`src/rtl/pts_pkg.sv`:
```
// shared types, constants and span bookkeeping functions for the word splitter
package pts_pkg;

	// prompt length limit, positions saturate here
	localparam int MAX_LEN = 4096;
	// at most this many spans come out of one byte
	localparam int MAX_RES = 4;
	// depth of the queue between front and back
	localparam int QDEPTH  = 4;

	localparam int POS_W     = $clog2(MAX_LEN + 2);
	localparam int ORG_W     = $clog2(MAX_LEN);
	localparam int CNT_W     = $clog2(MAX_RES + 1);
	localparam int RES_IDX_W = $clog2(MAX_RES);
	localparam int QPTR_W    = $clog2(QDEPTH);
	localparam int QCNT_W    = $clog2(QDEPTH + 1);

	// port widths fixed by the interface
	localparam int BYTE_W        = 8;
	localparam int SPAN_START_W  = 12;
	localparam int SPAN_LENGTH_W = 13;

	localparam int DIGIT_CHUNK = 3;

	localparam logic [BYTE_W-1:0] CH_APOS  = 8'h27;
	localparam logic [BYTE_W-1:0] CH_SPACE = 8'h20;
	localparam logic [BYTE_W-1:0] CH_S     = 8'h73;
	localparam logic [BYTE_W-1:0] CH_T     = 8'h74;
	localparam logic [BYTE_W-1:0] CH_M     = 8'h6D;
	localparam logic [BYTE_W-1:0] CH_D     = 8'h64;
	localparam logic [BYTE_W-1:0] CH_R     = 8'h72;
	localparam logic [BYTE_W-1:0] CH_E     = 8'h65;
	localparam logic [BYTE_W-1:0] CH_V     = 8'h76;
	localparam logic [BYTE_W-1:0] CH_L     = 8'h6C;

	typedef enum logic [2:0] {
		MODE_IDLE,
		MODE_PREFIX,
		MODE_LETTER,
		MODE_DIGIT,
		MODE_PUNCT,
		MODE_APOS,
		MODE_APOS2
	} mode_t;

	// working copy of the splitter state while one byte is processed
	typedef struct packed {
		mode_t                             mode;
		logic [ORG_W-1:0]                  origin;
		logic                              ois;
		logic [BYTE_W-1:0]                 held;
		logic [CNT_W-1:0]                  cnt;
		logic [MAX_RES-1:0][ORG_W-1:0]     start;
		logic [MAX_RES-1:0][POS_W-1:0]     len;
	} walk_t;

	// spans produced by one byte, handed from front to back
	typedef struct packed {
		logic [MAX_RES-1:0][ORG_W-1:0]     start;
		logic [MAX_RES-1:0][POS_W-1:0]     len;
		logic [RES_IDX_W-1:0]              last_idx;
		logic                              is_last;
		logic                              overflow;
	} rec_t;

	function automatic logic f_is_letter(input logic [BYTE_W-1:0] c);
		logic r;
		case (c) inside
			[8'h41:8'h5A], [8'h61:8'h7A]: r = 1'b1;
			default: r = 1'b0;
		endcase
		return r;
	endfunction

	function automatic logic f_is_digit(input logic [BYTE_W-1:0] c);
		logic r;
		case (c) inside
			[8'h30:8'h39]: r = 1'b1;
			default: r = 1'b0;
		endcase
		return r;
	endfunction

	// ! . , ? / \ * - # lf cr tab : ; = %
	function automatic logic f_is_punct(input logic [BYTE_W-1:0] c);
		logic r;
		case (c) inside
			8'h21, 8'h2E, 8'h2C, 8'h3F, 8'h2F, 8'h5C, 8'h2A, 8'h2D,
			8'h23, 8'h0A, 8'h0D, 8'h09, 8'h3A, 8'h3B, 8'h3D, 8'h25: r = 1'b1;
			default: r = 1'b0;
		endcase
		return r;
	endfunction

	function automatic logic [ORG_W-1:0] f_clamp(input logic [POS_W-1:0] x);
		logic [ORG_W-1:0] r;
		if (x > POS_W'(MAX_LEN - 1))
			r = ORG_W'(MAX_LEN - 1);
		else
			r = x[ORG_W-1:0];
		return r;
	endfunction

	function automatic walk_t f_emit(input walk_t w, input logic [ORG_W-1:0] st,
			input logic [POS_W-1:0] ln);
		walk_t r;
		r = w;
		if (w.cnt < CNT_W'(MAX_RES)) begin
			r.start[w.cnt[RES_IDX_W-1:0]] = st;
			r.len[w.cnt[RES_IDX_W-1:0]]   = ln;
			r.cnt = w.cnt + CNT_W'(1);
		end
		return r;
	endfunction

	function automatic walk_t f_close(input walk_t w, input logic [POS_W-1:0] e);
		walk_t r;
		logic [POS_W-1:0] ln;
		ln = (e > POS_W'(w.origin)) ? (e - POS_W'(w.origin)) : '0;
		r = f_emit(w, w.origin, ln);
		r.origin = f_clamp(e);
		r.mode = MODE_IDLE;
		return r;
	endfunction

	// classification of a byte from idle or prefix
	function automatic walk_t f_dispatch(input walk_t w, input logic [BYTE_W-1:0] c,
			input logic [ORG_W-1:0] p);
		walk_t r;
		r = w;
		if (w.mode == MODE_IDLE)
			r.origin = p;
		if (c == CH_APOS) begin
			r.mode = MODE_APOS;
		end else if (f_is_letter(c)) begin
			r.mode = MODE_LETTER;
		end else if (f_is_digit(c) || f_is_punct(c)) begin
			if (w.mode == MODE_PREFIX && w.ois) begin
				r = f_emit(r, r.origin, POS_W'(1));
				r.origin = f_clamp(POS_W'(r.origin) + POS_W'(1));
			end
			if (f_is_digit(c)) begin
				if (POS_W'(p) == POS_W'(r.origin) + POS_W'(DIGIT_CHUNK)) begin
					r = f_emit(r, r.origin, POS_W'(DIGIT_CHUNK));
					r.origin = p;
				end
				r.mode = MODE_DIGIT;
			end else begin
				r.mode = MODE_PUNCT;
			end
		end else begin
			if (w.mode == MODE_IDLE)
				r.ois = (c == CH_SPACE);
			r.mode = MODE_PREFIX;
		end
		return r;
	endfunction

	// one byte against every mode but the apostrophe pair
	function automatic walk_t f_feed(input walk_t w, input logic [BYTE_W-1:0] c,
			input logic [ORG_W-1:0] p, input logic [POS_W-1:0] eb,
			input logic [POS_W-1:0] ea);
		walk_t r;
		r = w;
		case (w.mode)
			MODE_LETTER: begin
				if (!f_is_letter(c)) begin
					r = f_close(r, eb);
					r = f_dispatch(r, c, p);
				end
			end
			MODE_PUNCT: begin
				if (!f_is_punct(c)) begin
					r = f_close(r, eb);
					r = f_dispatch(r, c, p);
				end
			end
			MODE_DIGIT: begin
				if (f_is_digit(c)) begin
					if (POS_W'(p) == POS_W'(r.origin) + POS_W'(DIGIT_CHUNK)) begin
						r = f_emit(r, r.origin, POS_W'(DIGIT_CHUNK));
						r.origin = p;
					end
				end else begin
					r = f_close(r, eb);
					r = f_dispatch(r, c, p);
				end
			end
			MODE_APOS: begin
				if (c == CH_S || c == CH_T || c == CH_M || c == CH_D) begin
					r = f_close(r, ea);
				end else if (c == CH_R || c == CH_V || c == CH_L) begin
					r.held = c;
					r.mode = MODE_APOS2;
				end else begin
					r = f_close(r, eb);
					r = f_dispatch(r, c, p);
				end
			end
			default: begin
				r = f_dispatch(r, c, p);
			end
		endcase
		return r;
	endfunction

	// full handling of one byte, apostrophe pair included
	function automatic walk_t f_step(input walk_t w, input logic [BYTE_W-1:0] c,
			input logic [ORG_W-1:0] p, input logic [POS_W-1:0] eb,
			input logic [POS_W-1:0] ea, input logic [POS_W-1:0] he);
		walk_t r;
		r = w;
		if (w.mode == MODE_APOS2) begin
			if ((c == CH_E && (w.held == CH_R || w.held == CH_V)) ||
					(c == CH_L && w.held == CH_L)) begin
				r = f_close(r, ea);
			end else begin
				// pair broken: apostrophe closes, held letter opens a letter run
				r = f_close(r, he);
				r = f_dispatch(r, w.held, f_clamp(he));
				r = f_feed(r, c, p, eb, ea);
			end
		end else begin
			r = f_feed(r, c, p, eb, ea);
		end
		return r;
	endfunction

endpackage

```
`src/rtl/pts_front.sv`:
```
// front end: classifies each byte, keeps run state and builds the span record
module pts_front (
	input  logic                      clk,
	input  logic                      arst_n,
	input  logic                      byte_valid,
	output logic                      byte_stall,
	input  logic [pts_pkg::BYTE_W-1:0] text_byte,
	input  logic                      final_byte,
	input  logic                      q_full,
	output logic                      q_push,
	output pts_pkg::rec_t             q_rec
);
	import pts_pkg::*;

	logic [POS_W-1:0]  byte_pos_q;
	logic [ORG_W-1:0]  origin_q;
	mode_t             mode_q;
	logic              ois_q;
	logic [BYTE_W-1:0] held_q;
	logic              ovf_q;

	logic              accept;
	logic              at_limit;
	logic              ovf_new;
	logic [POS_W-1:0]  qs;
	logic [ORG_W-1:0]  p;
	logic [POS_W-1:0]  eb;
	logic [POS_W-1:0]  ea;
	logic [POS_W-1:0]  he;
	walk_t             w_in;
	walk_t             w_mid;
	walk_t             w_out;

	assign byte_stall = q_full;
	assign accept     = byte_valid && !q_full;

	always_comb begin
		at_limit = (byte_pos_q >= POS_W'(MAX_LEN));
		ovf_new  = ovf_q || at_limit;
		qs       = at_limit ? POS_W'(MAX_LEN) : byte_pos_q;
		p        = f_clamp(qs);
		eb       = qs;
		ea       = (qs >= POS_W'(MAX_LEN)) ? POS_W'(MAX_LEN) : qs + POS_W'(1);
		if (byte_pos_q == '0)
			he = '0;
		else if (ovf_q)
			he = POS_W'(MAX_LEN);
		else
			he = byte_pos_q - POS_W'(1);

		w_in        = '0;
		w_in.mode   = mode_q;
		w_in.origin = origin_q;
		w_in.ois    = ois_q;
		w_in.held   = held_q;

		w_mid = f_step(w_in, text_byte, p, eb, ea, he);

		// flush of the open run on the last byte, with an empty span if none came out
		w_out = w_mid;
		if (final_byte) begin
			case (w_mid.mode)
				MODE_LETTER, MODE_DIGIT, MODE_PUNCT, MODE_APOS: begin
					w_out = f_close(w_mid, ea);
				end
				MODE_APOS2: begin
					w_out = f_close(w_mid, eb);
					w_out = f_close(w_out, ea);
				end
				default: begin
					w_out = w_mid;
				end
			endcase
			if (w_out.cnt == '0)
				w_out = f_emit(w_out, w_out.origin, '0);
		end

		q_rec.start    = w_out.start;
		q_rec.len      = w_out.len;
		q_rec.last_idx = RES_IDX_W'(w_out.cnt - CNT_W'(1));
		q_rec.is_last  = final_byte;
		q_rec.overflow = ovf_new;
		q_push         = accept && (w_out.cnt != '0);
	end

	always_ff @(posedge clk or negedge arst_n) begin
		if (!arst_n) begin
			byte_pos_q <= '0;
			origin_q   <= '0;
			mode_q     <= MODE_IDLE;
			ois_q      <= 1'b0;
			held_q     <= '0;
			ovf_q      <= 1'b0;
		end else if (accept) begin
			if (final_byte) begin
				byte_pos_q <= '0;
				origin_q   <= '0;
				mode_q     <= MODE_IDLE;
				ois_q      <= 1'b0;
				held_q     <= '0;
				ovf_q      <= 1'b0;
			end else begin
				byte_pos_q <= ea;
				origin_q   <= w_out.origin;
				mode_q     <= w_out.mode;
				ois_q      <= w_out.ois;
				held_q     <= w_out.held;
				ovf_q      <= ovf_new;
			end
		end
	end

`ifndef SYNTHESIS
	a_final_resets: assert property (@(posedge clk) disable iff (!arst_n)
		byte_valid && !byte_stall && final_byte |=> byte_pos_q == '0 && mode_q == MODE_IDLE)
		else $error("state not cleared after final byte");
	a_pos_bound: assert property (@(posedge clk) disable iff (!arst_n)
		byte_pos_q <= POS_W'(MAX_LEN))
		else $error("byte position beyond limit");
	a_final_pushes: assert property (@(posedge clk) disable iff (!arst_n)
		byte_valid && !byte_stall && final_byte |-> q_push)
		else $error("final byte produced no span record");
`endif

endmodule

```
`src/rtl/pts_queue.sv`:
```
// short record queue between the classifying front and the span back end
module pts_queue (
	input  logic          clk,
	input  logic          arst_n,
	input  logic          push,
	input  pts_pkg::rec_t push_rec,
	output logic          full,
	input  logic          pop,
	output logic          empty,
	output pts_pkg::rec_t head_rec
);
	import pts_pkg::*;

	rec_t              mem_q [QDEPTH];
	logic [QPTR_W-1:0] wr_ptr_q;
	logic [QPTR_W-1:0] rd_ptr_q;
	logic [QCNT_W-1:0] count_q;

	assign full     = (count_q == QCNT_W'(QDEPTH));
	assign empty    = (count_q == '0);
	assign head_rec = mem_q[rd_ptr_q];

	always_ff @(posedge clk) begin
		if (push)
			mem_q[wr_ptr_q] <= push_rec;
	end

	always_ff @(posedge clk or negedge arst_n) begin
		if (!arst_n) begin
			wr_ptr_q <= '0;
			rd_ptr_q <= '0;
			count_q  <= '0;
		end else begin
			if (push)
				wr_ptr_q <= wr_ptr_q + QPTR_W'(1);
			if (pop)
				rd_ptr_q <= rd_ptr_q + QPTR_W'(1);
			if (push && !pop)
				count_q <= count_q + QCNT_W'(1);
			else if (pop && !push)
				count_q <= count_q - QCNT_W'(1);
		end
	end

endmodule

```
`src/rtl/pts_back.sv`:
```
// back end: walks the spans of each queued record out through the output register
module pts_back (
	input  logic                              clk,
	input  logic                              arst_n,
	input  logic                              q_empty,
	input  pts_pkg::rec_t                     head_rec,
	output logic                              q_pop,
	output logic                              span_valid,
	input  logic                              span_stall,
	output logic [pts_pkg::SPAN_START_W-1:0]  span_start,
	output logic [pts_pkg::SPAN_LENGTH_W-1:0] span_length,
	output logic                              final_span,
	output logic                              length_overflow
);
	import pts_pkg::*;

	logic [RES_IDX_W-1:0]     idx_q;
	logic                     valid_q;
	logic [SPAN_START_W-1:0]  start_q;
	logic [SPAN_LENGTH_W-1:0] length_q;
	logic                     final_q;
	logic                     ovf_q;
	logic                     take;
	logic                     at_end;

	assign take   = !q_empty && (!valid_q || !span_stall);
	assign at_end = (idx_q == head_rec.last_idx);
	assign q_pop  = take && at_end;

	assign span_valid      = valid_q;
	assign span_start      = start_q;
	assign span_length     = length_q;
	assign final_span      = final_q;
	assign length_overflow = ovf_q;

	always_ff @(posedge clk or negedge arst_n) begin
		if (!arst_n) begin
			idx_q   <= '0;
			valid_q <= 1'b0;
		end else if (take) begin
			valid_q <= 1'b1;
			idx_q   <= at_end ? '0 : idx_q + RES_IDX_W'(1);
		end else if (!span_stall) begin
			valid_q <= 1'b0;
		end
	end

	always_ff @(posedge clk) begin
		if (take) begin
			start_q  <= SPAN_START_W'(head_rec.start[idx_q]);
			length_q <= SPAN_LENGTH_W'(head_rec.len[idx_q]);
			final_q  <= head_rec.is_last && at_end;
			ovf_q    <= head_rec.overflow;
		end
	end

endmodule

```
`src/rtl/pretokenizer_word_splitter.sv`:
```
// top level of the pretokenizer word splitter: byte stream in, token spans out
//
//  channel | handshake             | payload                                   | per word
//  --------+-----------------------+-------------------------------------------+----------
//  byte    | byte_valid/byte_stall | text_byte, final_byte                     | one byte
//  span    | span_valid/span_stall | span_start, span_length, final_span,      | one span
//          |                       | length_overflow                           |
//
// a byte is classified in the cycle it is accepted, one byte per cycle unless stalled
// each byte yields zero to four spans; the back end sends one span per cycle
// unless stalled, so the span port bounds throughput on bytes that close several tokens
// first span of a byte goes through the record queue, then into the output register
// arst_n clears run state, queue pointers and output valid; no clearing pass
// byte_stall rises only while the four-record queue is full
module pretokenizer_word_splitter (
	input  logic                              clk,
	input  logic                              arst_n,
	input  logic                              byte_valid,
	output logic                              byte_stall,
	input  logic [pts_pkg::BYTE_W-1:0]        text_byte,
	input  logic                              final_byte,
	output logic                              span_valid,
	input  logic                              span_stall,
	output logic [pts_pkg::SPAN_START_W-1:0]  span_start,
	output logic [pts_pkg::SPAN_LENGTH_W-1:0] span_length,
	output logic                              final_span,
	output logic                              length_overflow
);
	import pts_pkg::*;

	// record hand-off between front and queue
	logic  q_push;
	rec_t  q_in_rec;
	logic  q_full;

	// record hand-off between queue and back end
	logic  q_pop;
	logic  q_empty;
	rec_t  q_head_rec;

	// front: run classification, saturating positions, digit chunking,
	// apostrophe lookahead and final flush all settle within the accept cycle
	pts_front u_front (
		.clk        (clk),
		.arst_n     (arst_n),
		.byte_valid (byte_valid),
		.byte_stall (byte_stall),
		.text_byte  (text_byte),
		.final_byte (final_byte),
		.q_full     (q_full),
		.q_push     (q_push),
		.q_rec      (q_in_rec)
	);

	// queue decouples byte intake from span delivery
	pts_queue u_queue (
		.clk      (clk),
		.arst_n   (arst_n),
		.push     (q_push),
		.push_rec (q_in_rec),
		.full     (q_full),
		.pop      (q_pop),
		.empty    (q_empty),
		.head_rec (q_head_rec)
	);

	// back: serialises each record's spans onto the output register
	pts_back u_back (
		.clk             (clk),
		.arst_n          (arst_n),
		.q_empty         (q_empty),
		.head_rec        (q_head_rec),
		.q_pop           (q_pop),
		.span_valid      (span_valid),
		.span_stall      (span_stall),
		.span_start      (span_start),
		.span_length     (span_length),
		.final_span      (final_span),
		.length_overflow (length_overflow)
	);

endmodule

```
`config.mk`:
```
export PLATFORM = sky130hd
export DESIGN_NAME = pretokenizer_word_splitter
export DESIGN_NICKNAME = d
export VERILOG_FILES = /design/src/rtl/pts_pkg.sv /design/src/rtl/pts_front.sv /design/src/rtl/pts_queue.sv /design/src/rtl/pts_back.sv /design/src/rtl/pretokenizer_word_splitter.sv
export SDC_FILE = /design/constraint.sdc
export NUM_CORES = 1
export LEC_CHECK = 0
export BUFFER_PORTS_ARGS = -buffer_cell sky130_fd_sc_hd__buf_2
export CELL_PAD_IN_SITES_DETAIL_PLACEMENT = 2
export CELL_PAD_IN_SITES_GLOBAL_PLACEMENT = 2
export CORE_AREA = 10 10 303 276
export DETAILED_ROUTE_END_ITERATION = 12
export DIE_AREA = 0 0 313 286
export GPL_TIMING_DRIVEN = 0
export HOLD_SLACK_MARGIN = 0.12
export PLACE_DENSITY_LB_ADDON = 0.12
export SLEW_MARGIN = 40
export SYNTH_ARGS = -nofsm -noshare
export SYNTH_HDL_FRONTEND = slang
export SYNTH_SLANG_ARGS = --single-unit
```
`constraint.sdc`:
```
create_clock -name clk -period 36.8 [get_ports clk]
set_clock_uncertainty 0.05 [all_clocks]
set_input_delay 3.68 -clock clk [delete_from_list [all_inputs] [get_ports clk]]
set_output_delay 3.68 -clock clk [all_outputs]
set_load 0.05 [all_outputs]
```
==> results of run 1 <==
-- stage by stage --
step | worst slack [ns] | hold WS [ns]
floorplan | 24.13 | 0.406
global placement | 17.17 | 0.422
detailed placement | 19.95 | 0.483
CTS | 19.39 | 0.484
-- cell families after synthesis --
| kind of cell | Yosys count | synth area share |
|---|---|---|
| AOI/OAI and AO/OA | 1089 | 0.207 |
| xor gates and xnor gates | 150 | 0.0382 |
| adders and majority gates | 136 | 0.0503 |
| buffers and inverters | 378 | 0.0415 |
| DFF | 491 | 0.413 |
| muxes | 171 | 0.0954 |
| and+or+nand+nor | 1125 | 0.155 |
-- layer usage --
| metal | GRT overflow | track usage |
|---|---|---|
| met1 | 0 | 0.621 |
| met2 | 4 | 0.753 |
| met3 | 2 | 0.397 |
| met4 | 6 | 0.484 |
| met5 | 0 | 0.120 |
==> impl_results.md, run 1 <==
- Result of the run: aborted with a tool error
- Failed at: 5_1_grt
- Stop err: [ERROR GRT-0232] Routing congestion too high. Check the congestion heatmap in the GUI.
- Hold Buf Count CTS: 0
- Grt ovf: 12
- Height of the chip: 286 µm
- Dpl cell area: 37,200 µm²
- CTS H-Tree Depth: 2
- I/O pins: 42
- Clk sinks: roughly 490
- Die width: approximately 310 µm
- Port buffer count: 41
- FF+latch count, synth: ~500
- Sequential-to-total area share from yosys stat: 0.413
- Synth area leaders: edfxtp_1 38%, mux4_2 8.3%, ha_1 4.5%
- CTS Buf Count: 53
- Starting Density: 0.455
- Ys Warns: 0
- Avg Inst Size Synth: 9.93 µm²
- Syn nets: between 3,000 and 4,000
- Top-count cell post-synth: edfxtp_1
- Synth top cells by count: 443 x edfxtp_1, 330 x nand2_1, 311 x nor2_1
- Cell taking the most area after synthesis: edfxtp_1
- Post CTS Setup Buffer Count: 0
- GRT Resource Usage Total: 0.578
- Synth async-reset ratio: 0.0978
- Root Buffer: clkbuf_16
- GPL Wtd Cong: 1.07
- Placement row count: between 90 and 100
- EDFF count, synth: 443
- Largest net degree at the start of global routing: 49
- CTS Buffer Depth: 3
- Placed cells: around 4,600
- HPWL after DPL: 169,000 µm
- Most used DFF post-synth: edfxtp_1
- Share of the synthesized area in the top cell type: 0.378
- Post-synthesis cell type count: 113
- Cell area after synthesis: 35,200 µm²
- Antenna violations before repair: 58
- Synth Instances: 3,540
- Post-CTS Resized: 0
==> run 2, diff against run 1 <==
CELL_PAD_IN_SITES_DETAIL_PLACEMENT = not set   (was 2)
CELL_PAD_IN_SITES_GLOBAL_PLACEMENT = not set   (was 2)
CORE_AREA = 10 10 308 310   (was 10 10 303 276)
DIE_AREA = 0 0 318 320   (was 0 0 313 286)
HOLD_SLACK_MARGIN = not set   (was 0.12)
PLACE_DENSITY_LB_ADDON = 0.15   (was 0.12)
==> run 2 against run 1 <==
  * The run now ends clean
  * Synthesized cell count stayed put
  * Synthesized area stayed put
==> impl_results.md, run 2 <==
- GPL Wtd Cong: 1.15 (+8.3%)
- Hold Crit Depth: 1
- Final setup viols: 0
- Post-CTS Resized: 0 (unchanged)
- Max-slew violations: 0
- Area Overhead vs Synth: 11.9%
- Worst-Margin Slew: 0.991 ns
- Grt ovf: 0
- Sequential-to-total area share from yosys stat: 0.413 (unchanged)
- Post-Route M1 WL: 64,300 µm
- CP arrival: 16.48 ns
- Largest net degree at the start of global routing: 35
- Post-synthesis cell type count: 113 (unchanged)
- Most frequent cells in the layout: 443 x edfxtp_1, 330 x nand2_1, 299 x nor2_1
- Cell area after synthesis: 35,200 µm² (unchanged)
- Max FFs per register: 416
- Share of cells above drive strength 1: 0.128
- Setup crit start kind: flop
- Height of the chip: 320 µm (+12%)
- Ys Warns: 0 (unchanged)
- Synth area leaders: edfxtp_1 38%, mux4_2 8.3%, ha_1 4.5%
- Cell taking the most area after synthesis: edfxtp_1
- Synth Instances: 3,540 (unchanged)
- Max Cap Violations: 0
- LEAKAGE: 13.8 nW
- HPWL after DPL: 124,000 µm (-26%)
- Met3 WL: between 15,000 and 20,000 µm
- FF-to-FF Start: u_front.byte_pos_q[0]$_DFFE_PN0P_
- CTS tree: done
- Placement row count: 109 (+12%)
- DRT Wirelength: 162,000 µm
- Global-route wire length before repair: 229,000 µm
- Worst hold path class: reg -> reg
- Stages on worst setup path: 48
- Die width: 318 µm (+1.6%)
- CTS Buf Count: 53 (unchanged)
- WL per Instance: 33.3 µm
- Setup TNS: 0 ns
- Vias in the first global route: a little over 30,000
- Delay-heaviest family, CP: buffers and inverters
- First-pass DRT Iterations: 6
- Relative slew slack: 0.332
- Synth async-reset ratio: 0.0978 (unchanged)
- FF+latch count, synth: 491 (unchanged)
- RSZ-0062 raised after global routing: no
- Pwr per Cell Area: 86.9 nW/µm²
- Starting Density: 0.398 (-0.0570)
- Register with the most flip-flops: u_queue.mem_q
- CTS H-Tree Depth: 2 (unchanged)
- Crit-path max FO: 11
- First DRT Iteration DRCs: 4,697
- Via count: 32,700
- Port buffer count: 41 (unchanged)
- Most common cell after layout, fill and taps aside: edfxtp_1
- Hold Violations, Final: 0
- Final Util: 0.446
- Top-count cell post-synth: edfxtp_1
- Share of the synthesized area in the top cell type: 0.378 (unchanged)
- Final min period: between 15 and 20 ns
- Core area: 88,200 µm²
- Post CTS Setup Buffer Count: 0 (unchanged)
- Hold Path Origin: u_queue.count_q[2]$_DFFE_PN0P_
- Vias per cell: between 6 and 7
- Worst Path Buf+Inv: 17
- Peak supply drop: 0.0935 mV
- Clk sinks: 491 (unchanged)
- Die footprint: 102,000 µm²
- Root Buffer: clkbuf_16
- Antenna violation net count after detailed routing: 0
- Met2 WL: about 70,000 µm
- EDFF count, synth: 443 (unchanged)
- Hold Buf Count CTS: 0 (unchanged)
- Result of the run: completed
- Critical Path Start: u_front.byte_pos_q[0]$_DFFE_PN0P_
- Syn nets: 3,689 (unchanged)
- Setup crit end kind: flop
- Critical setup path kind: reg -> reg
- Critical Path Slowest Stage Cell: buf_1
- GRT Resource Usage Total: 0.306
- DRC viols: 0
- F_max: 61.6 MHz
- CTS Buffer Depth: 3 (unchanged)
- Fraction of the cycle the final worst path needs: 0.441
- Synth top cells by count: 443 x edfxtp_1, 330 x nand2_1, 311 x nor2_1
- Clk slew on worst S/H paths: 0.06 ns
- Uppermost routed layer: met4
- I/O pins: 42 (unchanged)
- Most used DFF post-synth: edfxtp_1
- Latest clock arrival within the worst-skew pair: 0.64 ns
- Crit-path most repeated cell: clkbuf_1
- Layout net count: 3,810
- Avg Inst Size Synth: 9.93 µm² (unchanged)
- Worst Path Required: 37.06 ns
- Slowest stage delay, CP: 0.71 ns
- Worst r2r path cells: between 40 and 50
- Antenna violations before repair: 7
[run 2: through the flow]
step                hold slack (ns)  setup slack [ns]  power [mW]  std cells  instance area [µm²]
finish                        0.440             20.58        3.42       4877                39300
global route                  0.475             20.05        3.57       4871                39300
CTS                           0.442             20.88        3.37       4868                39300
detailed placement            0.431             20.92        2.80       4769                37400
global placement              0.420             16.89        2.79       4746                36800
floorplan                     0.406             24.13        2.12       3540                35200
[run 2: final cells by class]
type                            count  area (µm²)
Fill cell                        8417       48900
Clock inverter                     34         419
Inverter                          148         556
Multi-Input combinational cell   2671       19400
Antenna cell                        7        17.5
Timing Repair Buffer               66         572
Buffer                            230         966
Clock buffer                       65        1410
Tap cell                         1165        1460
Sequential cell                   491       14500
[run 2: final timing paths]
kind | slack, ns | to
max in group asynchronous | 33.17 | u_front.byte_pos_q[10]$_DFFE_PN0P_
worst min-delay path | 0.44 | u_queue.count_q[2]$_DFFE_PN0P_
worst min register to register | 0.44 | u_queue.count_q[2]$_DFFE_PN0P_
worst max-delay path | 20.58 | u_queue.mem_q[1][78]$_DFFE_PP_
min in group asynchronous | 2.95 | u_front.mode_q[0]$_DFFE_PN0P_
worst max register to register | 20.58 | u_queue.mem_q[1][78]$_DFFE_PP_
[run 2: routing by layer]
| metal | vias up | track usage |
|---|---|---|
| met4 | 0 | 0.188 |
| met5 | - | 0 |
| met1 | 16200 | 0.401 |
| met3 | 537 | 0.0634 |
| li1 | 13900 | - |
| met2 | 2104 | 0.460 |
[run 2: worst register-to-register path: cells and delay by family (launching register included)]
kind	cells	cell delay, ns
AND/OR/NAND/NOR	14	4.70
adder cells (fa/ha/maj)	6	1.39
flip-flops	1	0.41
buffers and inverters	17	6.27
AO/OA/AOI/OAI	11	3.09
[run 2: cell families after synthesis]
logic type	share of synthesized area
muxes	0.0954
adders and majority gates	0.0503
DFF	0.413
and+or+nand+nor	0.155
xor gates and xnor gates	0.0382
buffers and inverters	0.0415
AOI/OAI and AO/OA	0.207
[run 2: where the power goes]
| part | switching, mW | total (mW) | internal, mW | leakage (nW) |
|---|---|---|---|---|
| combinational | 1.41 | 2.11 | 0.702 | 8.14 |
| clock | 0.229 | 0.560 | 0.331 | 0.886 |
| sequential | 0.0289 | 0.749 | 0.720 | 4.73 |
(Power assumes the default switching activity.)
